<file path="src/rtl/core/drnl_pkg.sv">
// Shared types, register indexes, constants and helper functions of the DRNL channel.
// Used by every module of the channel; depends on nothing else.
package drnl_pkg;

   // Configuration bank: eight 64-bit registers.
   localparam int CFG_REGS = 8;
   localparam int CFG_IDX_W = $clog2(CFG_REGS);
   typedef logic [63:0] cfg_bank_type [CFG_REGS];

   localparam logic [CFG_IDX_W-1:0] CFG_LIN_FF   = 3'd0;
   localparam logic [CFG_IDX_W-1:0] CFG_LIN_FB   = 3'd1;
   localparam logic [CFG_IDX_W-1:0] CFG_NL_FF    = 3'd2;
   localparam logic [CFG_IDX_W-1:0] CFG_NL_FB    = 3'd3;
   localparam logic [CFG_IDX_W-1:0] CFG_KNEE     = 3'd4;
   localparam logic [CFG_IDX_W-1:0] CFG_RECIP    = 3'd5;
   localparam logic [CFG_IDX_W-1:0] CFG_EXPONENT = 3'd6;
   localparam logic [CFG_IDX_W-1:0] CFG_EFFERENT = 3'd7;

   // Accumulator width of the shared multiply unit.
   localparam int ACC_W = 48;

   localparam logic signed [31:0] SAT_MAX = 32'sh7FFF_FFFF;
   localparam logic signed [31:0] SAT_MIN = 32'sh8000_0000;
   localparam logic [30:0] ATT_ONE = 31'h7FFF_FFFF;

   // Scaling applied to a product before it is accumulated.
   typedef enum logic [1:0] {
      SH_24,
      SH_28,
      SH_30,
      SH_31
   } shift_type;

   // Control word for the shared multiply-accumulate unit.
   typedef struct packed {
      logic      issue;
      logic      sub;
      logic      trunc;
      logic      clear;
      shift_type shift;
   } mac_ctl_type;

   // Sequencer states.
   typedef enum logic [4:0] {
      ST_IDLE,
      ST_EFF,
      ST_LIN1,
      ST_GX1,
      ST_GX,
      ST_LIN2,
      ST_NL1,
      ST_NL2,
      ST_CMP_LIN,
      ST_CMP_T,
      ST_CMP_U,
      ST_NORM,
      ST_LOG,
      ST_CMP_E,
      ST_EXP,
      ST_EXP_SH,
      ST_CMP_C,
      ST_POST1,
      ST_POST2,
      ST_FINAL
   } state_type;

   // Square-root chain 2^(2^-k), k = 1..24, in Q2.30.
   localparam int ROOTS = 24;
   typedef logic [31:0] root_table_type [ROOTS];

   function automatic root_table_type root_table_f();
      root_table_type tab;
      logic [63:0] r;
      logic [63:0] v;
      logic [63:0] res;
      logic [63:0] bitv;
      int k;
      int i;
      r = 64'h8000_0000;
      for (k = 0; k < ROOTS; k++) begin
         v = r << 30;
         res = '0;
         for (i = 31; i >= 0; i--) begin
            bitv = 64'd1 << (2 * i);
            if (v >= res + bitv) begin
               v = v - (res + bitv);
               res = (res >> 1) + bitv;
            end else begin
               res = res >> 1;
            end
         end
         r = res;
         tab[k] = r[31:0];
      end
      return tab;
   endfunction

   localparam root_table_type ROOT_TABLE = root_table_f();

   // Saturate an accumulator value to a signed 32-bit word.
   function automatic logic signed [31:0] sat32_f(input logic signed [ACC_W-1:0] v);
      logic signed [31:0] r;
      if (v > ACC_W'(SAT_MAX)) begin
         r = SAT_MAX;
      end else if (v < ACC_W'(SAT_MIN)) begin
         r = SAT_MIN;
      end else begin
         r = v[31:0];
      end
      return r;
   endfunction

endpackage

</file>
<file path="src/rtl/core/drnl_mac.sv">
// Shared multiply-accumulate unit: one registered 33x33 product, rounded or truncated,
// scaled, and added to or subtracted from an accumulator. Depends on drnl_pkg.
module drnl_mac import drnl_pkg::*; (
   input  logic                    clock,
   input  logic                    reset,
   input  mac_ctl_type             ctl,
   input  logic signed [32:0]      op_a,
   input  logic signed [32:0]      op_b,
   output logic signed [ACC_W-1:0] sum
);

   logic signed [65:0]      prod_ff;
   logic signed [ACC_W-1:0] acc_ff, acc_in;
   logic                    pend_ff, sub_ff, trunc_ff;
   shift_type               shift_ff;
   logic signed [66:0]      rsum;
   logic signed [66:0]      shifted;
   logic signed [66:0]      half;
   logic signed [ACC_W-1:0] term;

   // Product register; its scaling controls travel alongside.
   always_ff @(posedge clock) begin
      prod_ff  <= op_a * op_b;
      sub_ff   <= ctl.sub;
      trunc_ff <= ctl.trunc;
      shift_ff <= ctl.shift;
   end

   // Round half up (or truncate) and scale the pending product.
   always_comb begin
      case (shift_ff)
         SH_24:   half = 67'sd1 <<< 23;
         SH_28:   half = 67'sd1 <<< 27;
         SH_30:   half = 67'sd1 <<< 29;
         SH_31:   half = 67'sd1 <<< 30;
         default: half = '0;
      endcase
      rsum = {prod_ff[65], prod_ff} + (trunc_ff ? 67'sd0 : half);
      case (shift_ff)
         SH_24:   shifted = rsum >>> 24;
         SH_28:   shifted = rsum >>> 28;
         SH_30:   shifted = rsum >>> 30;
         SH_31:   shifted = rsum >>> 31;
         default: shifted = '0;
      endcase
      term = shifted[ACC_W-1:0];
      if (!pend_ff) begin
         sum = acc_ff;
      end else if (sub_ff) begin
         sum = acc_ff - term;
      end else begin
         sum = acc_ff + term;
      end
      acc_in = ctl.clear ? '0 : sum;
   end

   // Accumulator and pending flag.
   always_ff @(posedge clock) begin
      if (reset) begin
         pend_ff <= 1'b0;
         acc_ff  <= '0;
      end else begin
         pend_ff <= ctl.issue;
         acc_ff  <= acc_in;
      end
   end

endmodule

</file>
<file path="config.mk">
export PLATFORM = sky130hd
export DESIGN_NAME = drnl_mac
export DESIGN_NICKNAME = d
export VERILOG_FILES = /design/src/rtl/core/drnl_pkg.sv /design/src/rtl/core/drnl_mac.sv
export SDC_FILE = /design/constraint.sdc
export NUM_CORES = 2
export LEC_CHECK = 0
export BUFFER_PORTS_ARGS = -buffer_cell sky130_fd_sc_hd__buf_2
export CAP_MARGIN = 20
export CORE_UTILIZATION = 40
export CTS_CLUSTER_SIZE = 24
export DETAILED_ROUTE_END_ITERATION = 16
export PLACE_DENSITY_LB_ADDON = 0.08
export SYNTH_ARGS = -nofsm -noshare
export SYNTH_HDL_FRONTEND = slang
export SYNTH_SLANG_ARGS = --single-unit
</file>
<file path="constraint.sdc">
create_clock -name clock -period 9.9 [get_ports clock]
set_input_delay 0.99 -clock clock [delete_from_list [all_inputs] [get_ports clock]]
set_output_delay 0.99 -clock clock [all_outputs]
set_load 0.03 [all_outputs]
</file>
==> impl_metrics.env <==
export IMPL_cts_num_sinks=96
export IMPL_route_detailed_drc=0
export IMPL_area_growth_syn_to_layout_pct=5.82
export IMPL_cts_tree="built"
export IMPL_num_vias=33849
export IMPL_drv_cap=0
export IMPL_grt_max_degree=52
export IMPL_clock_latency_ns=0.38
export IMPL_syn_inst=5127
export IMPL_async_reset_ff_share_pct=0
export IMPL_mappedNetlistArea_sq_um=46600
export IMPL_path_class="register to output pin"
export IMPL_setup_viol=0
export IMPL_synth_edf_count=0
export IMPL_reg2reg_from="shift_ff[0]"
export IMPL_synth_common_cells="fa_1 (1145), inv_1 (1120), and2_1 (620)"
export IMPL_gp_congestion=0.879
export IMPL_arrival_ns=8.24
export IMPL_track_usage_pct=25.2
export IMPL_crit_top_cell="nand2_1"
export IMPL_h_tree_depth=3
export IMPL_hold_path_class="register to register"
export IMPL_regArea_sq_um=1930
export IMPL_cts_inserted_buffers=9
export IMPL_die_area_sq_um=118000
export IMPL_synthFlopType="dfxtp_1"
export IMPL_crit_required_ns=8.91
export IMPL_drv_slew=0
export IMPL_hp_start="acc_ff[47]"
export IMPL_netlist_area_leader_share_pct=49.2
export IMPL_synth_area_leaders="fa_1 (49%), inv_1 (9.0%), and2_1 (8.3%)"
export IMPL_routed_wl_um=144000
export IMPL_io_pins=122
export IMPL_core_sq_um=115000
export IMPL_rsz0062_at_grt="no"
export IMPL_finalSetupTns_ns=0
export IMPL_die_w_um=343
export IMPL_rows=124
export IMPL_cts_setup_buffers=0
export IMPL_drt_iter0_drc=2007
export IMPL_run_status="completed"
export IMPL_min_period_ns=9.23
export IMPL_ys_seq_area_share_pct=4.12
export IMPL_cts_root_buffer="clkbuf_16"
export IMPL_synth_seq_cells=96
export IMPL_clkTransAtPathRegs_ns=0.08
export IMPL_drive_gt1_share_pct=6.50
export IMPL_crit_slowest_cell="nor4_1"
export IMPL_ys_warn_count=0
export IMPL_timing_critical_path_to_type="output pin"
export IMPL_grt_pass1_vias=36234
export IMPL_cp_startpoint="shift_ff[0]"
export IMPL_multiInputGateArea_sq_um=39500
export IMPL_nets=6603
export IMPL_yosysUniqueCellTypes=82
export IMPL_viasPerCell=5.10
export IMPL_hold_violations=0
export IMPL_slew_headroom_pct=34.4
export IMPL_cts_resized=0
export IMPL_synth_most_common_cell="fa_1"
export IMPL_critPathMaxStageDelay_ns=0.56
export IMPL_grt_ovfl_total=0
export IMPL_dieHeight_um=343
export IMPL_cts_hold_buf=0
export IMPL_max_slew_worst_pin_slew_ns=0.973
export IMPL_period_share_pct=93.2
export IMPL_ant_nets=0
export IMPL_yosysTopAreaCell="fa_1"
export IMPL_synth_nets=6610
export IMPL_post_drt_wl_per_cell_um=21.6
export IMPL_fillers=11593
export IMPL_antenna_found_initial=9
export IMPL_grt_pass1_wl_um=224000
export IMPL_port_buffer_count=121
export IMPL_skew_ns=0.0166
export IMPL_hpwlAfterDp_um=120000
export IMPL_cts_buffer_depth=2
export IMPL_fmax_mhz=108
export IMPL_critPathLaunchType="register"
export IMPL_cp_max_fo=17
export IMPL_initial_core_util_pct=40.6
export IMPL_dr_pass1_iters=7
export IMPL_syn_avg_cell_area_sq_um=9.09
-- sequential cells by signal, indices dropped and copies added, names as in the netlist --
| name | count |
|---|---|
| acc_ff | 48 |
| prod_ff | 43 |
| shift_ff | 2 |
| pend_ff | 1 |
| sub_ff | 1 |
| trunc_ff | 1 |
-- cell type report --
type | count | share of cell area (%)
Antenna cell | 3 | 0.0152
Sequential cell | 96 | 3.90
Inverter | 1122 | 8.54
Timing Repair Buffer | 236 | 2.97
Multi-Input combinational cell | 3655 | 80.1
Clock inverter | 4 | 0.109
Clock buffer | 11 | 0.492
Tap cell | 1512 | 3.83
-- metrics by stage --
stage	hold slack [ns]	instance area (sq um)	cells	utilization, %	setup WS, ns
finish	0.483	49300	6639	42.9	0.674
global route	0.521	49300	6638	42.9	0.00144
CTS	0.489	49300	6636	42.9	0.561
detailed placement	0.479	49000	6621	42.6	0.384
global placement	0.466	49000	6620	42.6	0.387
floorplan	0.454	46600	5127	-	1.36
-- routing by layer --
metal | up-vias | track usage [%] | routed length [um]
met2 | 830 | 39.3 | 63500
met1 | 17612 | 38.8 | 72000
met3 | 62 | 2.39 | 6930
met4 | 0 | 2.69 | 1160
met5 | - | 0 | 0
li1 | 15345 | - | -
-- final timing paths --
path                endpoint  slack [ns]  depth (start not counted)
setup / recovery     sum[40]        0.67                         30
hold / removal    acc_ff[47]        0.48                          2
setup reg to reg  acc_ff[44]        2.00                         29
hold reg to reg   acc_ff[47]        0.48                          2
-- cells by family after synthesis --
group	after synthesis	synth area share, %
buffers and inverters	1376	11.1
AO/OA/AOI/OAI	441	6.18
multiplexers	54	1.53
XOR/XNOR	158	2.97
AND/OR/NAND/NOR	1593	17.8
adder cells (fa/ha/maj)	1409	56.2
flip-flops	96	4.12
-- cells in the final DEF, fill, tap and decap left out, types with 12 or more instances in the layout --
master       n
buf_4      114
nor3_1      30
a31oi_1     29
and2_1     620
inv_1     1120
dfxtp_1     93
and3_1      14
nor2b_1     20
xnor2_1     96
o21a_1      15
nand4_1     37
a21oi_1    138
nand3_1     40
mux2_2      37
a21o_1      58
or3_1       12
nor2_1     123
a211oi_1    14
xor2_1      62
fa_1      1144
nand2b_1    23
nor4_1      16
ha_1       264
o21ai_0     62
o31ai_1     15
nand2_1    597
buf_2      121
-- worst max-delay path: cells and delay by family (launching register included) --
family	cells	cell delay [ns]
adders and majority gates	2	0.71
DFF	1	0.55
AOI/OAI and AO/OA	12	2.75
xor gates and xnor gates	2	0.48
muxes	1	0.36
buffers and inverters	3	0.47
and+or+nand+nor	10	2.51
Power is left out: the tool's default activity adds up to more than one toggle a clock period on the data nets, which glitch-free logic cannot reach.
