===== config.mk =====
export PLATFORM = sky130hd
export DESIGN_NAME = drnl_div
export DESIGN_NICKNAME = d
export VERILOG_FILES = /design/src/rtl/core/drnl_pkg.sv /design/src/rtl/core/drnl_div.sv
export SDC_FILE = /design/constraint.sdc
export NUM_CORES = 1
export LEC_CHECK = 0
export BUFFER_PORTS_ARGS = -buffer_cell sky130_fd_sc_hd__buf_4
export CORE_MARGIN = 2
export CORE_UTILIZATION = 50
export DETAILED_ROUTE_END_ITERATION = 7
export PLACE_DENSITY = 0.67
export SETUP_SLACK_MARGIN = 0.05
export SYNTH_ARGS = -nofsm -noshare
export SYNTH_HDL_FRONTEND = slang
export SYNTH_SLANG_ARGS = --single-unit

===== constraint.sdc =====
create_clock -name clock -period 7.2 [get_ports clock]
set_input_delay 0.36 -clock clock [delete_from_list [all_inputs] [get_ports clock]]
set_output_delay 0.36 -clock clock [all_outputs]
set_load 0.005 [all_outputs]

===== src/rtl/core/drnl_pkg.sv =====
// Shared types, register indexes, constants and helper functions of the DRNL channel.
// Used by every module of the channel; depends on nothing else.
package drnl_pkg;

   // Configuration bank: eight 64-bit registers.
   localparam int CFG_REGS = 8;
   localparam int CFG_IDX_W = $clog2(CFG_REGS);
   typedef logic [63:0] cfg_bank_type [CFG_REGS];

   localparam logic [CFG_IDX_W-1:0] CFG_LIN_FF   = 3'd0;
   localparam logic [CFG_IDX_W-1:0] CFG_LIN_FB   = 3'd1;
   localparam logic [CFG_IDX_W-1:0] CFG_NL_FF    = 3'd2;
   localparam logic [CFG_IDX_W-1:0] CFG_NL_FB    = 3'd3;
   localparam logic [CFG_IDX_W-1:0] CFG_KNEE     = 3'd4;
   localparam logic [CFG_IDX_W-1:0] CFG_RECIP    = 3'd5;
   localparam logic [CFG_IDX_W-1:0] CFG_EXPONENT = 3'd6;
   localparam logic [CFG_IDX_W-1:0] CFG_EFFERENT = 3'd7;

   // Accumulator width of the shared multiply unit.
   localparam int ACC_W = 48;

   localparam logic signed [31:0] SAT_MAX = 32'sh7FFF_FFFF;
   localparam logic signed [31:0] SAT_MIN = 32'sh8000_0000;
   localparam logic [30:0] ATT_ONE = 31'h7FFF_FFFF;

   // Scaling applied to a product before it is accumulated.
   typedef enum logic [1:0] {
      SH_24,
      SH_28,
      SH_30,
      SH_31
   } shift_type;

   // Control word for the shared multiply-accumulate unit.
   typedef struct packed {
      logic      issue;
      logic      sub;
      logic      trunc;
      logic      clear;
      shift_type shift;
   } mac_ctl_type;

   // Sequencer states.
   typedef enum logic [4:0] {
      ST_IDLE,
      ST_EFF,
      ST_LIN1,
      ST_GX1,
      ST_GX,
      ST_LIN2,
      ST_NL1,
      ST_NL2,
      ST_CMP_LIN,
      ST_CMP_T,
      ST_CMP_U,
      ST_NORM,
      ST_LOG,
      ST_CMP_E,
      ST_EXP,
      ST_EXP_SH,
      ST_CMP_C,
      ST_POST1,
      ST_POST2,
      ST_FINAL
   } state_type;

   // Square-root chain 2^(2^-k), k = 1..24, in Q2.30.
   localparam int ROOTS = 24;
   typedef logic [31:0] root_table_type [ROOTS];

   function automatic root_table_type root_table_f();
      root_table_type tab;
      logic [63:0] r;
      logic [63:0] v;
      logic [63:0] res;
      logic [63:0] bitv;
      int k;
      int i;
      r = 64'h8000_0000;
      for (k = 0; k < ROOTS; k++) begin
         v = r << 30;
         res = '0;
         for (i = 31; i >= 0; i--) begin
            bitv = 64'd1 << (2 * i);
            if (v >= res + bitv) begin
               v = v - (res + bitv);
               res = (res >> 1) + bitv;
            end else begin
               res = res >> 1;
            end
         end
         r = res;
         tab[k] = r[31:0];
      end
      return tab;
   endfunction

   localparam root_table_type ROOT_TABLE = root_table_f();

   // Saturate an accumulator value to a signed 32-bit word.
   function automatic logic signed [31:0] sat32_f(input logic signed [ACC_W-1:0] v);
      logic signed [31:0] r;
      if (v > ACC_W'(SAT_MAX)) begin
         r = SAT_MAX;
      end else if (v < ACC_W'(SAT_MIN)) begin
         r = SAT_MIN;
      end else begin
         r = v[31:0];
      end
      return r;
   endfunction

endpackage


===== src/rtl/core/drnl_div.sv =====
// Restoring divider for the efferent attenuation round(2^55 / (2^24 + level)),
// one quotient bit per cycle. Depends on drnl_pkg.
module drnl_div import drnl_pkg::*; (
   input  logic        clock,
   input  logic        reset,
   input  logic        start,
   input  logic [30:0] level,
   output logic        busy,
   output logic [30:0] quotient
);

   logic [31:0] den_ff, den_in;
   logic [31:0] rem_ff;
   logic [30:0] num_ff;
   logic [30:0] quo_ff;
   logic [4:0]  cnt_ff;
   logic        busy_ff;
   logic [32:0] rem_sh;
   logic        qbit;

   assign den_in = {1'b0, level} + 32'h0100_0000;
   assign rem_sh = {rem_ff, num_ff[30]};
   assign qbit   = rem_sh >= {1'b0, den_ff};

   // Control: count down the quotient bits.
   always_ff @(posedge clock) begin
      if (reset) begin
         busy_ff <= 1'b0;
         cnt_ff  <= '0;
      end else if (start) begin
         busy_ff <= 1'b1;
         cnt_ff  <= 5'd31;
      end else if (busy_ff) begin
         cnt_ff  <= cnt_ff - 5'd1;
         busy_ff <= cnt_ff != 5'd1;
      end
   end

   // Datapath: the numerator's top part is 2^24 and its low bits are den/2.
   always_ff @(posedge clock) begin
      if (start) begin
         den_ff <= den_in;
         rem_ff <= 32'h0100_0000;
         num_ff <= den_in[31:1];
         quo_ff <= '0;
      end else if (busy_ff) begin
         rem_ff <= qbit ? 32'(rem_sh - {1'b0, den_ff}) : rem_sh[31:0];
         num_ff <= {num_ff[29:0], 1'b0};
         quo_ff <= {quo_ff[29:0], qbit};
      end
   end

   assign busy     = busy_ff;
   assign quotient = quo_ff;

endmodule


==> results.toml, run 1 <==
[outcome]
status = "finished clean"

[finish]
multi_input_area_sq_um = 3470
fin_nets = 817
area_growth_pct = 16.7
final_cell_area_sq_um = 8220
layout-drive-gt1-share_pct = 18.7
ff_latch_area_sq_um = 3280
n_antenna_cell = 0
nFillCells = 1171

[pwr]
power_switching_mw = 0.589
power_density_nw_per_um2 = 259
clkPwrFrac_pct = 39.0
fin_total_pwr_mw = 2.13
power_leakage_nw = 3.52
combPwrFrac_pct = 19.7
seq_power_share_pct = 41.3
switching_share_pct = 27.6
irDropWorstVdd_v = 0.000224
intPower_mw = 1.54

[timing]
max_slew_margin_pct = 35.9
post-route-period-util_pct = 43.6
finalSetupTns_ns = 0
hold_violations = 0
min_period_ns = 3.14
setup_viol = 0
fin_ws_ns = 4.06
skew_ns = 0.0113
rsz0062_at_grt = "no"
tightestPinTransition_ns = 0.961
timing.fmax_ghz = 0.318
hold_ws_ns = 0.114
drv_slew = 0

[detailed_routing]
drc_errors = 0
viasPerCell = 5.37
wl_per_cell_um = 14.4
dr.first_iter.drc_count = 279
first_pass_iters = 4
antenna_left = 0
vias = 5051
totalWireLength_um = 13500

[yosys]
syn_avg_cell_area_sq_um = 10.2
synth_fp_nets = 762
post-synth-top-area-fraction_pct = 26.9
synthTopCellsByArea = "edfxtp_1, dfxtp_1, ha_1"
synth_common_cells = "nor2_1, dfxtp_1, edfxtp_1"
ys_seq_elements = 132
yosysSeqAreaShare_pct = 46.5
synth_edf_count = 63
async_flop_share_pct = 0
yosys_warnings = 0
synth_most_common_cell = "nor2_1"
synth_area_sq_um = 7040
synth_top_cell_by_area = "edfxtp_1"
synth_cell_types = 64
synthCells = 692
synthFlopType = "dfxtp_1"

[clocking]
holdBufCountCts = 0
insertion_delay_ns = 0.42
clockBufferDepth = 2
cts_root_buf = "clkbuf_16"
cts_tree = "done"
clock_sinks = 132
post_cts_resized = 0
clk_pin_slew_ns = 0.06
htreeDepth = 4
cts-buffers-inserted = 17
postCtsSetupRepairBufs = 0

[worst_setup_path]
crit_path_end_kind = "flop"
cp_max_fo = 54
startpoint_type = "flop"
critPathArrivalTime_ns = 3.47
required_ns = 7.52
path_class = "reg2reg"

[flow_run]
cap_violations = 0

[floorplan]
die_x_um = 123
coreArea_sq_um = 13800
die_h_um = 123
fp-row-count = 43
start_util_pct = 50.9
die_area_sq_um = 15100
io_pins = 66

[place]
pre_cts_slack_ns = 4.07
port_buffers = 65
hpwl_um = 9080
gp_congestion = 0.873
placed_area_sq_um = 7630

[global_route]
grt_pass1_wl_um = 22800
grt_overflow = 0
first_global_vias = 4976
grtUsageTotal_pct = 19.1
antenna_found_initial = 0
grt_max_degree = 81

[worst_hold_path]
hold_class = "in2reg"
worst paths after layout:
path                            slack [ns]  cells after the start    startpoint      endpoint
worst max-delay path                  4.06                     11    den_ff[27]    rem_ff[21]
worst min-delay path                  0.11                      1      level[0]     den_ff[0]
worst max register to register        4.06                     11    den_ff[27]    rem_ff[21]
worst min register to register        0.50                      2  quotient[30]  quotient[30]
cell type report:
type,instances,area share (%)
Clock buffer,23,6.35
Clock inverter,9,0.761
Tap cell,180,2.74
Timing Repair Buffer,67,6.12
Inverter,41,1.87
Multi-Input combinational cell,488,42.3
Sequential cell,132,39.9
state kept, by name (all words and copies together), names as in the netlist:
register  count
den_ff       32
rem_ff       32
num_ff       31
quotient     31
cnt_ff        5
busy          1
worst max-delay path, cell delays in order, from the launching register on:
cell      delay [ns]
edfxtp_1        0.32
inv_1           0.05
ha_1            0.37
and3_1          0.23
and3_4          0.20
and2_0          0.13
a221o_1         0.31
a211o_1         0.37
nor2_8          0.61
nand2_1         0.11
o31a_1          0.13
a211oi_1        0.21
metal layers:
metal	vias to the layer above	part of all wire, %	track usage (%)
li1	2593	-	-
met1	2382	50	25.0
met2	62	46	30.3
met3	14	2.9	5.76
met4	0	1.2	6.11
met5	-	0	0
cells by family (layout without fill, tap and decap cells):
kind of cell,Yosys count,count (layout),synth area share (%)
adder cells (fa/ha/maj),36,36,6.50
XOR/XNOR,35,35,4.35
buffers and inverters,72,140,4.21
multiplexers,71,71,10.6
AO/OA/AOI/OAI,148,148,14.6
AND/OR/NAND/NOR,198,198,13.3
flip-flops,132,132,46.5
per-stage QoR:
| stage | cells | utilization, % |
|---|---|---|
| 6_report | 940 | 59.4 |
| 5_1_grt | 940 | 59.4 |
| 4_1_cts | 940 | 59.4 |
| 3_5_place_dp | 908 | 55.2 |
| 3_3_place_gp | 908 | 55.2 |
| 2_1_floorplan | 692 | - |
power groups by stage:
stage	combinational (mW)	clock, mW	sequential (mW)
2_1_floorplan	0.342	0	0.884
3_3_place_gp	0.409	0	0.894
3_5_place_dp	0.416	0	0.895
4_1_cts	0.419	0.857	0.880
5_1_grt	0.471	0.889	0.887
6_report	0.419	0.832	0.880
layout by cell type, fill, tap and decap left out, drive strengths merged, types with 5 or more instances in the layout:
| cell type | instances |
|---|---|
| mux2i | 41 |
| nand2 | 35 |
| dfxtp | 69 |
| nor2b | 5 |
| and3 | 6 |
| buf | 67 |
| inv | 44 |
| o21ai | 21 |
| nor2 | 100 |
| and2 | 9 |
| xor2 | 10 |
| clkbuf | 23 |
| a21o | 13 |
| o211a | 6 |
| mux2 | 30 |
| nand2b | 8 |
| nor3 | 12 |
| a211oi | 27 |
| a21oi | 43 |
| xnor2 | 25 |
| ha | 35 |
| edfxtp | 63 |
| nand3 | 10 |
No activity file was read; power rests on OpenSTA's default activity.
==> run 2, diff against run 1 <==
==> constraint.sdc (replaced) <==
create_clock -name clock -period 3 [get_ports clock]
set_input_delay 0.15 -clock clock [delete_from_list [all_inputs] [get_ports clock]]
set_output_delay 0.15 -clock clock [all_outputs]
set_load 0.005 [all_outputs]
==> run 2 against run 1 <==
Via count up 5.6%. Combinational power grew to 2.9 times the previous value. Critical endpoint is now rem_ff[26]. Critical path depth grew 1. Maximum frequency increased by 9.0%. Count of clock-buffer cells in the layout up 4. Power rose to 2.5 times the previous value. Routed wire length is 12% higher. Sequential share of layout area fell by 3.3 points. Sequential power up 140%.
==> results.toml, run 2 (synthesis gave the netlist of run 1 again) <==
[clocking]
clock_sinks = 132
clk_pin_slew_ns = 0.06
cts_tree = "done"
insertion_delay_ns = 0.42
clockBufferDepth = 2
cts-buffers-inserted = 17
htreeDepth = 4
cts_root_buf = "clkbuf_16"

[place]
place_inst = 923
hpwl_um = 10200
port_buffers = 65
placed_area_sq_um = 7780
gp_congestion = 0.881

[global_route]
grtUsageTotal_pct = 20.3
use_met3_pct = 5.16
first_global_vias = 5206
grt_use_met2_pct = 33.8
grt_max_degree = 55
gr-max-usage-layer = "met2"
grt_pass1_wl_um = 24000
antenna_found_initial = 0
use_met1_pct = 25.7
grt_overflow = 0

[timing]
max_slew_margin_pct = 45.7
post-route-period-util_pct = 96.1
setup_viol = 0
rsz0062_at_grt = "yes"
hold_violations = 0
min_period_ns = 2.88
drv_slew = 0
tightestPinTransition_ns = 0.814
timing.fmax_ghz = 0.347
skew_ns = 0.0123

[floorplan]
io_pins = 66
die_h_um = 123
die_x_um = 123
start_util_pct = 50.9
die_area_sq_um = 15100
fp-row-count = 43
coreArea_sq_um = 13800

[detailed_routing]
viasPerCell = 5.38
wl_per_cell_um = 15.2
vias = 5335
first_pass_iters = 4
totalWireLength_um = 15100
dr.first_iter.drc_count = 264
drc_errors = 0
antenna_left = 0

[worst_hold_path]
hold_class = "in2reg"

[worst_setup_path]
cp_max_fo = 4
crit_path_end_kind = "flop"
startpoint_type = "flop"
path_class = "reg2reg"
required_ns = 3.29
critPathArrivalTime_ns = 3.17

[finish]
n_antenna_cell = 0
fin_nets = 869
area_growth_pct = 27.1
layout_commonest_cell = "nor2_1"
reg.largest.list = "den_ff x32, rem_ff x32"
finalNonFillerCells = 992
layout-drive-gt1-share_pct = 24.3
final_cell_mix = "nor2_1, buf_4, dfxtp_1, edfxtp_1, a21oi_1"
final_cell_area_sq_um = 8950
nFillCells = 1112

[pwr]
irDropWorstVdd_v = 0.000388
intPower_mw = 3.94
power_density_nw_per_um2 = 604
switching_share_pct = 27.2
seq_power_share_pct = 39.2
power_switching_mw = 1.47
power_leakage_nw = 3.79
combPwrFrac_pct = 22.7
clkPwrFrac_pct = 38.1

[outcome]
status = "finished clean"

[flow_run]
cap_violations = 0
-- run 2: changes by cell type in the layout (fill, tap and decap cells not counted), sizes merged --
cell / delta
dlygate4sd3: +25
clkinvlp: -2
nor2: +1
inv: -2
buf: +24
clkbuf: +6
-- run 2: final timing paths --
| check | startpoint | endpoint | slack [ns] | depth (start not counted) |
|---|---|---|---|---|
| worst max-delay path | den_ff[0] | rem_ff[26] | 0.12 | 12 |
| worst min-delay path | level[24] | den_ff[24] | 0.02 | 2 |
| worst max register to register | den_ff[0] | rem_ff[26] | 0.12 | 12 |
| worst min register to register | rem_ff[22] | rem_ff[22] | 0.51 | 2 |
-- run 2: layout make-up --
cell class,count,area (sq um),area share [%]
clock buffer,27,578,6.46
clock inverter,5,30.0,0.335
inverter,41,154,1.72
multi-input combinational,489,3670,41.0
sequential,132,3280,36.6
tap,180,225,2.52
timing repair buffer,118,1020,11.4
-- run 2: critical path: stages (launching register included) --
cell	delay, ns
edfxtp_1	0.39
ha_2	0.22
fa_2	0.39
nor2b_4	0.16
o2111ai_4	0.16
a2111oi_4	0.45
o31ai_4	0.16
o31ai_4	0.31
buf_4	0.16
xnor2_1	0.11
nor2_1	0.05
a21oi_1	0.11
a211oi_1	0.08
-- run 2: through the flow --
step | setup slack, ns | setup TNS [ns] | power (mW) | hold slack, ns | utilization [%]
floorplan | 0.358 | 0 | 2.94 | 0.222 | -
finish | 0.117 | 0 | 5.41 | 0.0248 | 64.7
global route | -0.0204 | -0.0389 | 5.68 | 0.0320 | 64.7
CTS | 0.0720 | 0 | 5.33 | 0.00429 | 62.6
global placement | 0.136 | 0 | 3.19 | 0.335 | 56.3
detailed placement | 0.0403 | 0 | 3.21 | 0.333 | 56.3
-- run 2: power by group through the flow --
stage	sequential (mW)	combinational (mW)	clock, mW
floorplan	2.12	0.821	0
global placement	2.15	1.04	0
detailed placement	2.15	1.06	0
CTS	2.12	1.11	2.11
global route	2.13	1.36	2.19
finish	2.12	1.23	2.06
-- run 2: metal layers --
metal  part of all wire (%)  routed length (um)  up-vias
met5                      0                   0        -
met4                    1.1                 168        0
met1                     46                7010     2532
li1                       -                   -     2710
met3                    3.4                 510       17
met2                     49                7420       76
-- run 2: timing repair --
item	in CTS	in global routing
hold buffers	25	0
setup buffers	2	7
endpoints found under the hold margin	30	0
pin swaps	1	13
cloned	0	3
resized for setup	1	38
setup endpoints to repair	4	31
==> run 3, diff against run 2 <==
==> constraint.sdc (replaced) <==
create_clock -name clock -period 3 [get_ports clock]
set_input_delay 0.3 -clock clock [delete_from_list [all_inputs] [get_ports clock]]
set_output_delay 0.3 -clock clock [all_outputs]
set_load 0.005 [all_outputs]
==> run 3 against run 2 <==
Core utilization down 2.2 points. Critical path type unchanged. Register-to-register slack worse by 0.03 ns. Worst hold slack better by 0.028 ns. Count of clock-buffer cells in the layout down 7. Sequential cell count unchanged. First-iteration DRC count up 4.9%. Critical endpoint unchanged. Largest power group unchanged. Routed wire length down 1.4%. Worst setup slack worse by 0.029 ns. Final cell count down 2.5%. Sequential power about the same.
==> results.toml, run 3 (synthesis gave the netlist of run 1 again) <==
[outcome]
status = "finished clean"

[detailed_routing]
wl_per_cell_um = 15.4
antenna_left = 0
viasPerCell = 5.49
drc_errors = 0
totalWireLength_um = 14900
vias = 5306
first_pass_iters = 4
dr.first_iter.drc_count = 277

[finish]
final_cell_mix = "nor2_1, buf_4, dfxtp_1, edfxtp_1, a21oi_1"
final_util_pct = 62.5
n_antenna_cell = 0
nFillCells = 1133
area_growth_pct = 22.7
layout_commonest_cell = "nor2_1"
reg.largest.list = "den_ff x32, rem_ff x32"
layout-drive-gt1-share_pct = 24.4
fin_nets = 844

[worst_setup_path]
reg2reg_to = "rem_ff[26]"
cp_max_fo = 4
worstReg2RegStart = "den_ff[0]"
rrSetupSlack_ns = 0.09
path_class = "reg2reg"
required_ns = 3.28
startpoint_type = "flop"
crit_path_end_kind = "flop"
worst_r2r_path_depth = 12
critPathArrivalTime_ns = 3.19

[flow_run]
cap_violations = 0

[place]
gp_congestion = 0.895
hpwl_um = 10100
port_buffers = 65

[clocking]
cts_tree = "done"
htreeDepth = 4
cts-buffers-inserted = 17
clockBufferDepth = 2
cts_root_buf = "clkbuf_16"
clk_pin_slew_ns = 0.06
insertion_delay_ns = 0.43
holdBufCountCts = 0
clock_sinks = 132

[floorplan]
die_area_sq_um = 15100
io_pins = 66
coreArea_sq_um = 13800
die_h_um = 123
fp-row-count = 43
die_x_um = 123
start_util_pct = 50.9

[global_route]
first_global_vias = 5016
grt_max_degree = 53
grtUsageTotal_pct = 20.3
antenna_found_initial = 0
grt_pass1_wl_um = 23800
grt_overflow = 0

[worst_hold_path]
worstHoldStart = "level[0]"
hold_class = "in2reg"
hold_end = "den_ff[0]"
min_delay_path_depth = 1

[timing]
tightestPinTransition_ns = 0.624
rsz0062_at_grt = "yes"
timing.fmax_ghz = 0.343
setup_viol = 0
finalSetupTns_ns = 0
skew_ns = 0.00744
post-route-period-util_pct = 97.1
min_period_ns = 2.91
hold_violations = 0
drv_slew = 0
hold_ws_ns = 0.0531
max_slew_margin_pct = 58.4

[pwr]
irDropWorstVdd_v = 0.000451
power_leakage_nw = 3.65
power_density_nw_per_um2 = 613
fin_total_pwr_mw = 5.29
run 3: area by class of cell:
| cell class | instances | area, sq um | share of cell area (%) |
|---|---|---|---|
| clock inverters | 12 | 113 | 1.30 |
| clock buffers | 20 | 447 | 5.17 |
| inverters | 41 | 154 | 1.78 |
| multi-input cells | 488 | 3670 | 42.5 |
| well taps | 180 | 225 | 2.61 |
| repair buffers | 94 | 752 | 8.70 |
| flip-flops and latches | 132 | 3280 | 37.9 |
run 3: critical path, stage by stage (launching register included):
cell and delay, ns:
edfxtp_1 0.42, ha_4 0.19, fa_2 0.38, nor2b_4 0.16, o2111ai_4 0.16, a2111oi_4 0.45
o31ai_4 0.17, o31ai_4 0.31, buf_4 0.16, xnor2_2 0.10, nor2_1 0.05, a21oi_1 0.12
a211oi_1 0.08
run 3: worst max path at each step:
| stage | startpoint | cells past startpoint | slack, ns | endpoint |
|---|---|---|---|---|
| after floorplan | den_ff[0] | 11 | 0.36 | rem_ff[30] |
| after global placement | den_ff[28] | 11 | 0.14 | rem_ff[11] |
| after detailed placement | den_ff[28] | 11 | 0.06 | rem_ff[9] |
| after CTS | den_ff[10] | 11 | 0.08 | rem_ff[31] |
| after global routing | den_ff[0] | 11 | -0.07 | rem_ff[30] |
| final | den_ff[0] | 12 | 0.09 | rem_ff[26] |
run 3: what timing repair did:
action,in CTS,in global routing
gates resized for setup,1,37
buffers inserted,3,6
endpoints found under the setup margin,2,27
gates cloned,0,1
pin swaps,1,17
run 3: report_power, final:
part	total [mW]	switching [mW]	internal, mW
registers	2.12	0.0825	2.04
clock network	1.98	0.752	1.23
logic	1.19	0.643	0.550
run 3: layer usage:
layer | vias up | wire, um | share of wire [%] | track usage [%]
met1 | 2558 | 6940 | 47 | 26.4
met2 | 74 | 7290 | 49 | 32.4
li1 | 2656 | - | - | -
met4 | 0 | 199 | 1.3 | 7.90
met3 | 18 | 479 | 3.2 | 5.07
met5 | - | 0 | 0 | 0
run 3: stage by stage:
step	instances	instance area [sq um]	setup slack [ns]
after CTS	960	8370	0.0791
after floorplan	692	7040	0.358
after global routing	967	8640	-0.0729
final	967	8640	0.0880
after global placement	925	7790	0.144
after detailed placement	925	7790	0.0582
