--- src/rtl/core/drnl_pkg.sv ---
// Shared types, register indexes, constants and helper functions of the DRNL channel.
// Used by every module of the channel; depends on nothing else.
package drnl_pkg;

   // Configuration bank: eight 64-bit registers.
   localparam int CFG_REGS = 8;
   localparam int CFG_IDX_W = $clog2(CFG_REGS);
   typedef logic [63:0] cfg_bank_type [CFG_REGS];

   localparam logic [CFG_IDX_W-1:0] CFG_LIN_FF   = 3'd0;
   localparam logic [CFG_IDX_W-1:0] CFG_LIN_FB   = 3'd1;
   localparam logic [CFG_IDX_W-1:0] CFG_NL_FF    = 3'd2;
   localparam logic [CFG_IDX_W-1:0] CFG_NL_FB    = 3'd3;
   localparam logic [CFG_IDX_W-1:0] CFG_KNEE     = 3'd4;
   localparam logic [CFG_IDX_W-1:0] CFG_RECIP    = 3'd5;
   localparam logic [CFG_IDX_W-1:0] CFG_EXPONENT = 3'd6;
   localparam logic [CFG_IDX_W-1:0] CFG_EFFERENT = 3'd7;

   // Accumulator width of the shared multiply unit.
   localparam int ACC_W = 48;

   localparam logic signed [31:0] SAT_MAX = 32'sh7FFF_FFFF;
   localparam logic signed [31:0] SAT_MIN = 32'sh8000_0000;
   localparam logic [30:0] ATT_ONE = 31'h7FFF_FFFF;

   // Scaling applied to a product before it is accumulated.
   typedef enum logic [1:0] {
      SH_24,
      SH_28,
      SH_30,
      SH_31
   } shift_type;

   // Control word for the shared multiply-accumulate unit.
   typedef struct packed {
      logic      issue;
      logic      sub;
      logic      trunc;
      logic      clear;
      shift_type shift;
   } mac_ctl_type;

   // Sequencer states.
   typedef enum logic [4:0] {
      ST_IDLE,
      ST_EFF,
      ST_LIN1,
      ST_GX1,
      ST_GX,
      ST_LIN2,
      ST_NL1,
      ST_NL2,
      ST_CMP_LIN,
      ST_CMP_T,
      ST_CMP_U,
      ST_NORM,
      ST_LOG,
      ST_CMP_E,
      ST_EXP,
      ST_EXP_SH,
      ST_CMP_C,
      ST_POST1,
      ST_POST2,
      ST_FINAL
   } state_type;

   // Square-root chain 2^(2^-k), k = 1..24, in Q2.30.
   localparam int ROOTS = 24;
   typedef logic [31:0] root_table_type [ROOTS];

   function automatic root_table_type root_table_f();
      root_table_type tab;
      logic [63:0] r;
      logic [63:0] v;
      logic [63:0] res;
      logic [63:0] bitv;
      int k;
      int i;
      r = 64'h8000_0000;
      for (k = 0; k < ROOTS; k++) begin
         v = r << 30;
         res = '0;
         for (i = 31; i >= 0; i--) begin
            bitv = 64'd1 << (2 * i);
            if (v >= res + bitv) begin
               v = v - (res + bitv);
               res = (res >> 1) + bitv;
            end else begin
               res = res >> 1;
            end
         end
         r = res;
         tab[k] = r[31:0];
      end
      return tab;
   endfunction

   localparam root_table_type ROOT_TABLE = root_table_f();

   // Saturate an accumulator value to a signed 32-bit word.
   function automatic logic signed [31:0] sat32_f(input logic signed [ACC_W-1:0] v);
      logic signed [31:0] r;
      if (v > ACC_W'(SAT_MAX)) begin
         r = SAT_MAX;
      end else if (v < ACC_W'(SAT_MIN)) begin
         r = SAT_MIN;
      end else begin
         r = v[31:0];
      end
      return r;
   endfunction

endpackage

--- src/rtl/core/drnl_ctrl.sv ---
// Sequencer and filter state of the DRNL channel: walks both paths, the compressor
// and the efferent stage through the shared multiply unit. Depends on drnl_pkg.
module drnl_ctrl import drnl_pkg::*; (
   input  logic                    clock,
   input  logic                    reset,
   input  logic                    start,
   input  logic signed [31:0]      sample,
   input  logic signed [31:0]      drive,
   input  cfg_bank_type            cfg,
   input  logic                    out_free,
   output logic                    idle,
   output logic                    out_load,
   output logic signed [31:0]      out_chan,
   output logic [30:0]             out_att,
   output mac_ctl_type             mac_ctl,
   output logic signed [32:0]      op_a,
   output logic signed [32:0]      op_b,
   input  logic signed [ACC_W-1:0] mac_sum,
   output logic                    div_start,
   output logic [30:0]             div_level,
   input  logic                    div_busy,
   input  logic [30:0]             div_quo
);

   localparam logic [2:0] SEC_LAST = 3'd4;
   localparam logic [4:0] ITER_LAST = 5'(ROOTS - 1);

   state_type state_ff, state_in;
   logic [2:0]  cnt_ff, cnt_in;
   logic [4:0]  iter_ff, iter_in;
   logic signed [31:0] x_ff, x_in, drive_ff, drive_in;
   logic signed [31:0] tmp_a_ff, tmp_a_in, tmp_b_ff, tmp_b_in;
   logic [31:0] m_ff, m_in;
   logic [23:0] frac_ff, frac_in;
   logic [4:0]  nsh_ff, nsh_in;
   logic [30:0] mm_ff, mm_in;
   logic        neg_ff, neg_in, att_max_ff, att_max_in;

   // Filter history; index 1 is the newest output.
   logic signed [31:0] lin_in_prev_ff, lin_in_prev_in;
   logic signed [31:0] lin_first_ff [2], lin_first_in [2];
   logic signed [31:0] lin_second_ff [2], lin_second_in [2];
   logic signed [31:0] nl_in_prev_ff, nl_in_prev_in;
   logic signed [31:0] nl_pre_first_ff [2], nl_pre_first_in [2];
   logic signed [31:0] nl_pre_second_ff [2], nl_pre_second_in [2];
   logic signed [31:0] nl_comp_prev_ff, nl_comp_prev_in;
   logic signed [31:0] nl_post_first_ff [2], nl_post_first_in [2];
   logic signed [31:0] nl_post_second_ff [2], nl_post_second_in [2];
   logic signed [31:0] eff_level_ff, eff_level_in;

   logic [63:0] sec_ffw, sec_fbw;
   logic signed [31:0] sx, sx1, sy1, sy0;
   logic signed [31:0] res;
   logic signed [32:0] res_abs, tmp_abs;
   logic [32:0] sq;
   logic [4:0]  fidx;
   logic        fbit;
   logic signed [7:0] exp_int;
   logic signed [9:0] rshift;
   logic [30:0] att;

   assign res     = sat32_f(mac_sum);
   assign res_abs = res[31] ? -{res[31], res} : {res[31], res};
   assign tmp_abs = tmp_a_ff[31] ? -{tmp_a_ff[31], tmp_a_ff} : {tmp_a_ff[31], tmp_a_ff};
   assign sq      = mac_sum[32:0];
   assign fidx    = 5'(ITER_LAST) - iter_ff;
   assign fbit    = tmp_b_ff[fidx];
   assign exp_int = tmp_b_ff[31:24];
   assign rshift  = 10'sd6 - {{2{exp_int[7]}}, exp_int};
   assign att     = att_max_ff ? ATT_ONE : div_quo;
   assign idle    = state_ff == ST_IDLE;

   // Operands of the biquad-style section that the current state works on.
   always_comb begin
      sec_ffw = cfg[CFG_NL_FF];
      sec_fbw = cfg[CFG_NL_FB];
      sx  = '0;
      sx1 = '0;
      sy1 = '0;
      sy0 = '0;
      case (state_ff)
         ST_LIN1: begin
            sec_ffw = cfg[CFG_LIN_FF];
            sec_fbw = cfg[CFG_LIN_FB];
            sx  = x_ff;
            sx1 = lin_in_prev_ff;
            sy1 = lin_first_ff[1];
            sy0 = lin_first_ff[0];
         end
         ST_LIN2: begin
            sec_ffw = cfg[CFG_LIN_FF];
            sec_fbw = cfg[CFG_LIN_FB];
            sx  = tmp_a_ff;
            sx1 = tmp_b_ff;
            sy1 = lin_second_ff[1];
            sy0 = lin_second_ff[0];
         end
         ST_NL1: begin
            sx  = x_ff;
            sx1 = nl_in_prev_ff;
            sy1 = nl_pre_first_ff[1];
            sy0 = nl_pre_first_ff[0];
         end
         ST_NL2: begin
            sx  = nl_pre_first_ff[1];
            sx1 = nl_pre_first_ff[0];
            sy1 = nl_pre_second_ff[1];
            sy0 = nl_pre_second_ff[0];
         end
         ST_POST1: begin
            sx  = tmp_a_ff;
            sx1 = nl_comp_prev_ff;
            sy1 = nl_post_first_ff[1];
            sy0 = nl_post_first_ff[0];
         end
         ST_POST2: begin
            sx  = nl_post_first_ff[1];
            sx1 = nl_post_first_ff[0];
            sy1 = nl_post_second_ff[1];
            sy0 = nl_post_second_ff[0];
         end
         default: begin
            sx = '0;
         end
      endcase
   end

   // Next state, unit control and state updates.
   always_comb begin
      state_in   = state_ff;
      cnt_in     = cnt_ff;
      iter_in    = iter_ff;
      x_in       = x_ff;
      drive_in   = drive_ff;
      tmp_a_in   = tmp_a_ff;
      tmp_b_in   = tmp_b_ff;
      m_in       = m_ff;
      frac_in    = frac_ff;
      nsh_in     = nsh_ff;
      mm_in      = mm_ff;
      neg_in     = neg_ff;
      att_max_in = att_max_ff;
      lin_in_prev_in    = lin_in_prev_ff;
      lin_first_in      = lin_first_ff;
      lin_second_in     = lin_second_ff;
      nl_in_prev_in     = nl_in_prev_ff;
      nl_pre_first_in   = nl_pre_first_ff;
      nl_pre_second_in  = nl_pre_second_ff;
      nl_comp_prev_in   = nl_comp_prev_ff;
      nl_post_first_in  = nl_post_first_ff;
      nl_post_second_in = nl_post_second_ff;
      eff_level_in      = eff_level_ff;
      mac_ctl    = '0;
      op_a       = '0;
      op_b       = '0;
      div_start  = 1'b0;
      div_level  = res[30:0];
      out_load   = 1'b0;
      out_chan   = res;
      out_att    = att;

      // Section states share the four-term sequence followed by a drain step.
      if (state_ff == ST_LIN1 || state_ff == ST_LIN2 || state_ff == ST_NL1 ||
          state_ff == ST_NL2 || state_ff == ST_POST1 || state_ff == ST_POST2) begin
         if (cnt_ff != SEC_LAST) begin
            mac_ctl.issue = 1'b1;
            mac_ctl.shift = SH_28;
            cnt_in = cnt_ff + 3'd1;
            case (cnt_ff[1:0])
               2'd0: begin
                  op_a = {sec_ffw[63], sec_ffw[63:32]};
                  op_b = {sx[31], sx};
               end
               2'd1: begin
                  op_a = {sec_ffw[31], sec_ffw[31:0]};
                  op_b = {sx1[31], sx1};
               end
               2'd2: begin
                  op_a = {sec_fbw[63], sec_fbw[63:32]};
                  op_b = {sy1[31], sy1};
                  mac_ctl.sub = 1'b1;
               end
               default: begin
                  op_a = {sec_fbw[31], sec_fbw[31:0]};
                  op_b = {sy0[31], sy0};
                  mac_ctl.sub = 1'b1;
               end
            endcase
         end else begin
            mac_ctl.clear = 1'b1;
            cnt_in = '0;
         end
      end

      case (state_ff)
         ST_IDLE: begin
            if (start) begin
               x_in     = sample;
               drive_in = drive;
               cnt_in   = '0;
               state_in = ST_EFF;
            end
         end

         // Efferent leaky integrator; for a positive level the divider then runs alongside.
         ST_EFF: begin
            mac_ctl.shift = SH_28;
            if (cnt_ff == 3'd0) begin
               mac_ctl.issue = 1'b1;
               op_a = {eff_level_ff[31], eff_level_ff};
               op_b = {cfg[CFG_EFFERENT][63], cfg[CFG_EFFERENT][63:32]};
               cnt_in = 3'd1;
            end else if (cnt_ff == 3'd1) begin
               mac_ctl.issue = 1'b1;
               op_a = {drive_ff[31], drive_ff};
               op_b = {cfg[CFG_EFFERENT][31], cfg[CFG_EFFERENT][31:0]};
               cnt_in = 3'd2;
            end else begin
               mac_ctl.clear = 1'b1;
               eff_level_in  = res;
               att_max_in    = res <= 32'sd0;
               div_start     = res > 32'sd0;
               cnt_in        = '0;
               state_in      = ST_LIN1;
            end
         end

         ST_LIN1: begin
            if (cnt_ff == SEC_LAST) begin
               tmp_a_in       = res;
               lin_in_prev_in = x_ff;
               state_in       = ST_GX1;
            end
         end

         // Linear gain on the older tap of the first linear section.
         ST_GX1: begin
            mac_ctl.shift = SH_24;
            if (cnt_ff == 3'd0) begin
               mac_ctl.issue = 1'b1;
               op_a = {cfg[CFG_EXPONENT][31], cfg[CFG_EXPONENT][31:0]};
               op_b = {lin_first_ff[1][31], lin_first_ff[1]};
               cnt_in = 3'd1;
            end else begin
               mac_ctl.clear = 1'b1;
               tmp_b_in = res;
               cnt_in   = '0;
               state_in = ST_GX;
            end
         end

         // Linear gain on the new output; the first section's history advances.
         ST_GX: begin
            mac_ctl.shift = SH_24;
            if (cnt_ff == 3'd0) begin
               mac_ctl.issue = 1'b1;
               op_a = {cfg[CFG_EXPONENT][31], cfg[CFG_EXPONENT][31:0]};
               op_b = {tmp_a_ff[31], tmp_a_ff};
               cnt_in = 3'd1;
            end else begin
               mac_ctl.clear   = 1'b1;
               tmp_a_in        = res;
               lin_first_in[0] = lin_first_ff[1];
               lin_first_in[1] = tmp_a_ff;
               cnt_in          = '0;
               state_in        = ST_LIN2;
            end
         end

         ST_LIN2: begin
            if (cnt_ff == SEC_LAST) begin
               lin_second_in[0] = lin_second_ff[1];
               lin_second_in[1] = res;
               state_in         = ST_NL1;
            end
         end

         ST_NL1: begin
            if (cnt_ff == SEC_LAST) begin
               nl_in_prev_in      = x_ff;
               nl_pre_first_in[0] = nl_pre_first_ff[1];
               nl_pre_first_in[1] = res;
               state_in           = ST_NL2;
            end
         end

         // Second nonlinear section, then pick the compressor branch.
         ST_NL2: begin
            if (cnt_ff == SEC_LAST) begin
               nl_pre_second_in[0] = nl_pre_second_ff[1];
               nl_pre_second_in[1] = res;
               tmp_a_in = res;
               neg_in   = res[31];
               if (res_abs < $signed({cfg[CFG_KNEE][63], cfg[CFG_KNEE][63:32]})) begin
                  state_in = ST_CMP_LIN;
               end else begin
                  state_in = ST_CMP_T;
               end
            end
         end

         // Below the knee the compressor is a plain gain.
         ST_CMP_LIN: begin
            mac_ctl.shift = SH_24;
            if (cnt_ff == 3'd0) begin
               mac_ctl.issue = 1'b1;
               op_a = {cfg[CFG_RECIP][31], cfg[CFG_RECIP][31:0]};
               op_b = {tmp_a_ff[31], tmp_a_ff};
               cnt_in = 3'd1;
            end else begin
               mac_ctl.clear = 1'b1;
               tmp_a_in = res;
               cnt_in   = '0;
               state_in = ST_POST1;
            end
         end

         ST_CMP_T: begin
            mac_ctl.shift = SH_24;
            if (cnt_ff == 3'd0) begin
               mac_ctl.issue = 1'b1;
               op_a = tmp_abs;
               op_b = {cfg[CFG_RECIP][63], cfg[CFG_RECIP][63:32]};
               cnt_in = 3'd1;
            end else begin
               mac_ctl.clear = 1'b1;
               tmp_b_in = res;
               cnt_in   = '0;
               state_in = ST_CMP_U;
            end
         end

         // u = A * t; a nonpositive u gives a zero compressor output.
         ST_CMP_U: begin
            mac_ctl.shift = SH_24;
            if (cnt_ff == 3'd0) begin
               mac_ctl.issue = 1'b1;
               op_a = {cfg[CFG_RECIP][31], cfg[CFG_RECIP][31:0]};
               op_b = {tmp_b_ff[31], tmp_b_ff};
               cnt_in = 3'd1;
            end else begin
               mac_ctl.clear = 1'b1;
               cnt_in = '0;
               if (res <= 32'sd0) begin
                  tmp_a_in = '0;
                  state_in = ST_POST1;
               end else begin
                  m_in     = res;
                  nsh_in   = '0;
                  state_in = ST_NORM;
               end
            end
         end

         // Normalize u so that bit 30 leads, one place per cycle.
         ST_NORM: begin
            if (m_ff[30]) begin
               frac_in  = '0;
               iter_in  = '0;
               state_in = ST_LOG;
            end else begin
               m_in   = {m_ff[30:0], 1'b0};
               nsh_in = nsh_ff + 5'd1;
            end
         end

         // Fraction bits of log2 by repeated squaring of the mantissa.
         ST_LOG: begin
            mac_ctl.shift = SH_30;
            mac_ctl.trunc = 1'b1;
            if (cnt_ff == 3'd0) begin
               mac_ctl.issue = 1'b1;
               op_a = {1'b0, m_ff};
               op_b = {1'b0, m_ff};
               cnt_in = 3'd1;
            end else begin
               mac_ctl.clear = 1'b1;
               frac_in = {frac_ff[22:0], sq[31]};
               m_in    = sq[31] ? sq[32:1] : sq[31:0];
               cnt_in  = '0;
               if (iter_ff == ITER_LAST) begin
                  iter_in  = '0;
                  state_in = ST_CMP_E;
               end else begin
                  iter_in = iter_ff + 5'd1;
               end
            end
         end

         // e = C * log2(u).
         ST_CMP_E: begin
            mac_ctl.shift = SH_24;
            if (cnt_ff == 3'd0) begin
               mac_ctl.issue = 1'b1;
               op_a = {cfg[CFG_EXPONENT][63], cfg[CFG_EXPONENT][63:32]};
               op_b = {(8'sd6 - {3'b000, nsh_ff}), frac_ff};
               op_b[32] = op_b[31];
               cnt_in = 3'd1;
            end else begin
               mac_ctl.clear = 1'b1;
               tmp_b_in = res;
               mm_in    = 31'h4000_0000;
               iter_in  = '0;
               cnt_in   = '0;
               state_in = ST_EXP;
            end
         end

         // 2^frac as a product of root constants; clear fraction bits are skipped.
         ST_EXP: begin
            mac_ctl.shift = SH_30;
            mac_ctl.trunc = 1'b1;
            if (cnt_ff == 3'd0 && fbit) begin
               mac_ctl.issue = 1'b1;
               op_a = {2'b00, mm_ff};
               op_b = {1'b0, ROOT_TABLE[iter_ff]};
               cnt_in = 3'd1;
            end else begin
               if (cnt_ff != 3'd0) begin
                  mac_ctl.clear = 1'b1;
                  mm_in = sq[30:0];
               end
               cnt_in = '0;
               if (iter_ff == ITER_LAST) begin
                  state_in = ST_EXP_SH;
               end else begin
                  iter_in = iter_ff + 5'd1;
               end
            end
         end

         // Integer part of the exponent: shift into Q8.24, saturating at the top.
         ST_EXP_SH: begin
            if (rshift < 10'sd0) begin
               tmp_b_in = SAT_MAX;
            end else if (rshift > 10'sd30) begin
               tmp_b_in = '0;
            end else begin
               tmp_b_in = {1'b0, mm_ff >> rshift[4:0]};
            end
            state_in = ST_CMP_C;
         end

         // Scale by ctbm and restore the sign of the input.
         ST_CMP_C: begin
            mac_ctl.shift = SH_24;
            mac_ctl.sub   = neg_ff;
            if (cnt_ff == 3'd0) begin
               mac_ctl.issue = 1'b1;
               op_a = {cfg[CFG_KNEE][31], cfg[CFG_KNEE][31:0]};
               op_b = {tmp_b_ff[31], tmp_b_ff};
               cnt_in = 3'd1;
            end else begin
               mac_ctl.clear = 1'b1;
               tmp_a_in = res;
               cnt_in   = '0;
               state_in = ST_POST1;
            end
         end

         ST_POST1: begin
            if (cnt_ff == SEC_LAST) begin
               nl_comp_prev_in     = tmp_a_ff;
               nl_post_first_in[0] = nl_post_first_ff[1];
               nl_post_first_in[1] = res;
               state_in            = ST_POST2;
            end
         end

         ST_POST2: begin
            if (cnt_ff == SEC_LAST) begin
               nl_post_second_in[0] = nl_post_second_ff[1];
               nl_post_second_in[1] = res;
               state_in             = ST_FINAL;
            end
         end

         // Attenuate the sum of both paths; hold until the divider is done and the output word is free.
         ST_FINAL: begin
            mac_ctl.shift = SH_31;
            if (cnt_ff == 3'd0) begin
               if (!div_busy) begin
                  mac_ctl.issue = 1'b1;
                  op_a = {lin_second_ff[1][31], lin_second_ff[1]}
                       + {nl_post_second_ff[1][31], nl_post_second_ff[1]};
                  op_b = {2'b00, att};
                  cnt_in = 3'd1;
               end
            end else if (out_free) begin
               mac_ctl.clear = 1'b1;
               out_load = 1'b1;
               cnt_in   = '0;
               state_in = ST_IDLE;
            end
         end

         default: begin
            state_in = ST_IDLE;
         end
      endcase
   end

   // Control registers.
   always_ff @(posedge clock) begin
      if (reset) begin
         state_ff <= ST_IDLE;
         cnt_ff   <= '0;
         iter_ff  <= '0;
      end else begin
         state_ff <= state_in;
         cnt_ff   <= cnt_in;
         iter_ff  <= iter_in;
      end
   end

   // Filter history and efferent level, cleared at reset.
   always_ff @(posedge clock) begin
      if (reset) begin
         lin_in_prev_ff    <= '0;
         lin_first_ff      <= '{default: '0};
         lin_second_ff     <= '{default: '0};
         nl_in_prev_ff     <= '0;
         nl_pre_first_ff   <= '{default: '0};
         nl_pre_second_ff  <= '{default: '0};
         nl_comp_prev_ff   <= '0;
         nl_post_first_ff  <= '{default: '0};
         nl_post_second_ff <= '{default: '0};
         eff_level_ff      <= '0;
         att_max_ff        <= 1'b1;
      end else begin
         lin_in_prev_ff    <= lin_in_prev_in;
         lin_first_ff      <= lin_first_in;
         lin_second_ff     <= lin_second_in;
         nl_in_prev_ff     <= nl_in_prev_in;
         nl_pre_first_ff   <= nl_pre_first_in;
         nl_pre_second_ff  <= nl_pre_second_in;
         nl_comp_prev_ff   <= nl_comp_prev_in;
         nl_post_first_ff  <= nl_post_first_in;
         nl_post_second_ff <= nl_post_second_in;
         eff_level_ff      <= eff_level_in;
         att_max_ff        <= att_max_in;
      end
   end

   // Working registers of the current word.
   always_ff @(posedge clock) begin
      x_ff     <= x_in;
      drive_ff <= drive_in;
      tmp_a_ff <= tmp_a_in;
      tmp_b_ff <= tmp_b_in;
      m_ff     <= m_in;
      frac_ff  <= frac_in;
      nsh_ff   <= nsh_in;
      mm_ff    <= mm_in;
      neg_ff   <= neg_in;
   end

endmodule

--- config.mk ---
export PLATFORM = sky130hd
export DESIGN_NAME = drnl_ctrl
export DESIGN_NICKNAME = d
export VERILOG_FILES = /design/src/rtl/core/drnl_pkg.sv /design/src/rtl/core/drnl_ctrl.sv
export SDC_FILE = /design/constraint.sdc
export NUM_CORES = 2
export LEC_CHECK = 0
export BUFFER_PORTS_ARGS = -buffer_cell sky130_fd_sc_hd__buf_2
export CAP_MARGIN = 10
export CORE_MARGIN = 5
export CORE_UTILIZATION = 29
export CTS_CLUSTER_DIAMETER = 100
export DETAILED_ROUTE_END_ITERATION = 10
export PLACE_DENSITY = 0.59
export SYNTH_ARGS = -nofsm -noshare
export SYNTH_HDL_FRONTEND = slang
export SYNTH_SLANG_ARGS = --single-unit
--- constraint.sdc ---
create_clock -name clock -period 10.7 [get_ports clock]
set_clock_uncertainty 0.1 [all_clocks]
set_input_delay 3.21 -clock clock [delete_from_list [all_inputs] [get_ports clock]]
set_output_delay 3.21 -clock clock [all_outputs]
set_load 0.05 [all_outputs]
==> key figures <==
Power
  • Worst vdd ir: 0.186 mV
  • Leakage Power: 19.1 nW
  • Power per cell area: 212 mW/mm^2
  • Tot Pwr: 11.5 mW

Worst setup path
  • Kind of critical path: input port to primary output
  • Total stage count of the critical path: 12
  • Worst Path Max Fanout: 4
  • Peak per-stage delay on the critical path: 0.68 ns
  • Worst Path Buf+Inv: 2
  • CP Launch Type: input port
  • Reg2Reg Depth: 8
  • Crit path DAT: 7.25 ns
  • Most Frequent Cell on Critical Path: buf_2
  • Critical Path End Type: primary output
  • Worst EP required: 7.39 ns
  • Cell Chain, Critical Path: buf_2 -> nor4_1 -> a41oi_4 -> a21oi_2 -> ha_1 -> nor4b_1 -> nor4b_2 -> nand4_1 -> a211o_1 -> o41ai_4 -> nor3_1 -> buf_2
  • Critical path's top delay family: simple AND/OR/NAND/NOR gates
  • Worst path slowest cell: o41ai_4

Placed design
  • DP Wirelength: 229000 um
  • Area post-placement: 0.0511 mm^2
  • Placed insts: 7955
  • Routability cong.: 1.04
  • Port Buffers: 828
  • Pre-CTS setup slack: 0.445 ns

STA
  • Final hold violation count: 0
  • Setup violators final: 0
  • Worst Tran Pin Value: 1.45 ns
  • Setup TNS: 0 ns
  • Slew Limit Fails: 0
  • Achievable Freq: 94.7 MHz
  • Fin crit period: 10.56 ns
  • Period Utilization, post-route: 98.7%
  • Slack of the critical path: 0.138 ns
  • Rel. slew slack: 0.833%
  • RSZ-0062 raised after global routing: no

Die
  • Rows: 144
  • Chip Width: 403 um
  • I/O pin total: 829
  • Initial Utilization: 29.2%
  • Core Area: 0.154 mm^2
  • DIE AREA: 0.163 mm^2
  • Die Y: 403 um

Clocking
  • Hold buffers post-CTS: 0
  • CTS Buf Count: 90
  • Clk root buf: clkbuf_16
  • Clk buf depth: 3
  • Clk sinks: 747
  • Post-cts resize count: 0
  • Clock-pin transition on the worst setup and hold timing paths: 0.06 ns
  • CTS tree: yes
  • CTS H-tree depth: 3
  • Post-CTS setup buffer count: 0
  • Insertion delay to the later sink of the worst-skew pair: 0.70 ns

Route
  • Initial DRC Count: 9299
  • First-pass DRT Iterations: 11
  • DRT Wirelength: 308000 um
  • DR WL/cell: 37.8 um
  • Routed Antenna Nets: 0
  • # DRC: 17
  • Vias: 52500
  • Via density: 6.45

GRT
  • Global-route wire length before repair: 408000 um
  • Vias in the first global route: 47100
  • Largest net degree at the start of global routing: 199
  • Grt ovf: 0
  • Gr usage total: 35.6%
  • Initial antenna violation count: 40

Synthesis
  • Async SR Flop Fraction: 0%
  • Yosys cell types: 95
  • Syn Nets: 6221
  • Synth Register Bits: 747
  • Fraction of the yosys area taken by sequential cells: 38.3%
  • Area contributors post-synth: dfxtp_1 23%, edfxtp_1 15%, nand2_1 8.2%
  • Top-area cell type share of the netlist area: 23.5%
  • Mapped Cells: 5476
  • Post-synth EDFFs: 221
  • Post-synth top flop: dfxtp_1
  • Post-synthesis area per instance: 8.19 um^2
  • Syn Std Cell Area: 0.0449 mm^2
  • Warnings from Yosys: 0
  • Synth area leader: dfxtp_1

Min path
  • Hold Path Depth: 2
  • HP Class: register to register

Job
  • Max-cap check violation count: 1

Run status
  • Outcome: finished, violations left
  • Failing checks: design-rule violations, max-capacitance violations

Cells and area
  • Commonest cells after routing, fill and taps aside: 972 x nand2_1, 827 x buf_2, 562 x a21oi_1, 526 x dfxtp_1, 369 x a22oi_1
  • Final Cell Area: 0.0542 mm^2
  • Fin nets: 6749
  • Area growth, synth to finish: 20.7%
  • Commonest non-fill, non-tap cell in the layout: nand2_1
  • Share of layout cells above drive strength 1: 21.8%
  • Fin cells: 8147
## state kept, by name, indices dropped and copies added (netlist names)
name and count:
iter_ff 5, lin_first_ff 64, drive_ff 32, cnt_ff 3, tmp_a_ff 32, lin_second_ff 64, nl_pre_second_ff 64, tmp_b_ff 32
neg_ff 1, m_ff 32, nl_pre_first_ff 64, x_ff 32, mm_ff 31, state_ff 5, nsh_ff 5, nl_post_second_ff 64
frac_ff 24, nl_in_prev_ff 32, nl_post_first_ff 64, nl_comp_prev_ff 32, lin_in_prev_ff 32, eff_level_ff 32, att_max_ff 1
## cell families (layout without fill, tap and decap cells)
group	after synthesis	after routing	share of synthesized area (%)
flops	747	747	38.3
buf+inv	719	1323	6.52
fa+ha+maj	85	85	2.39
other cells	1	24	0.00836
compound gates	1953	1953	29.9
xor+xnor	81	81	1.58
simple gates	1745	1745	16.8
mux	145	145	4.51
## layout make-up
class	count	area (um^2)
fillers	16300	99700
multi-input cells	4010	25200
flip-flops and latches	747	17200
repair buffers	997	5540
clock buffers	131	2640
well taps	2044	2560
inverters	158	593
clock inverters	37	395
diodes	23	57.6
## where the power goes
group / leakage (nW) / switching [mW] / internal [mW]
clock network: 1.49 / 1.34 / 1.88
logic: 11.4 / 3.69 / 1.13
registers: 6.30 / 0.356 / 3.11
total: 19.1 / 5.39 / 6.11
## cell usage after synthesis, drive strengths merged (42+ instances only)
cell and number:
a211oi 222, a21oi 580, a221oi 42, a222oi 137, a22oi 369, a31oi 100
and2 66, buf 152, clkbuf 409, dfxtp 526, edfxtp 221, ha 84
inv 156, mux2i 93, mux4 45, nand2 978, nand3 65, nor2 377
o21ai 175, o221ai 64, or2 44, xor2 43
## metal layers
| layer | part of all wire (%) | track usage [%] | up-vias |
|---|---|---|---|
| met5 | 0.24 | 0.714 | - |
| met4 | 6.3 | 17.9 | 44 |
| met3 | 16 | 16.0 | 788 |
| met2 | 39 | 48.9 | 4411 |
| met1 | 38 | 46.8 | 25800 |
| li1 | - | - | 21500 |
## worst min-delay path, cell delays in order, from the launching register on
cell and delay (ns):
dfxtp_1 0.31, nand2_1 0.05, a21oi_1 0.05
## path summary, 6_finish.rpt
kind                        startpoint                   end  slack [ns]
hold / removal    nl_pre_second_ff[49]  nl_pre_second_ff[49]        0.35
setup reg to reg           state_ff[2]            iter_ff[1]        5.46
setup / recovery           mac_sum[34]             div_start        0.14
hold reg to reg   nl_pre_second_ff[49]  nl_pre_second_ff[49]        0.35
## through the flow
step / hold WS (ns) / utilization, %
floorplan: 0.336 / -
global placement: 0.342 / 33.2
detailed placement: 0.346 / 33.2
CTS: 0.354 / 35.2
global route: 0.369 / 35.2
finish: 0.355 / 35.2
(Power assumes the default switching activity.)
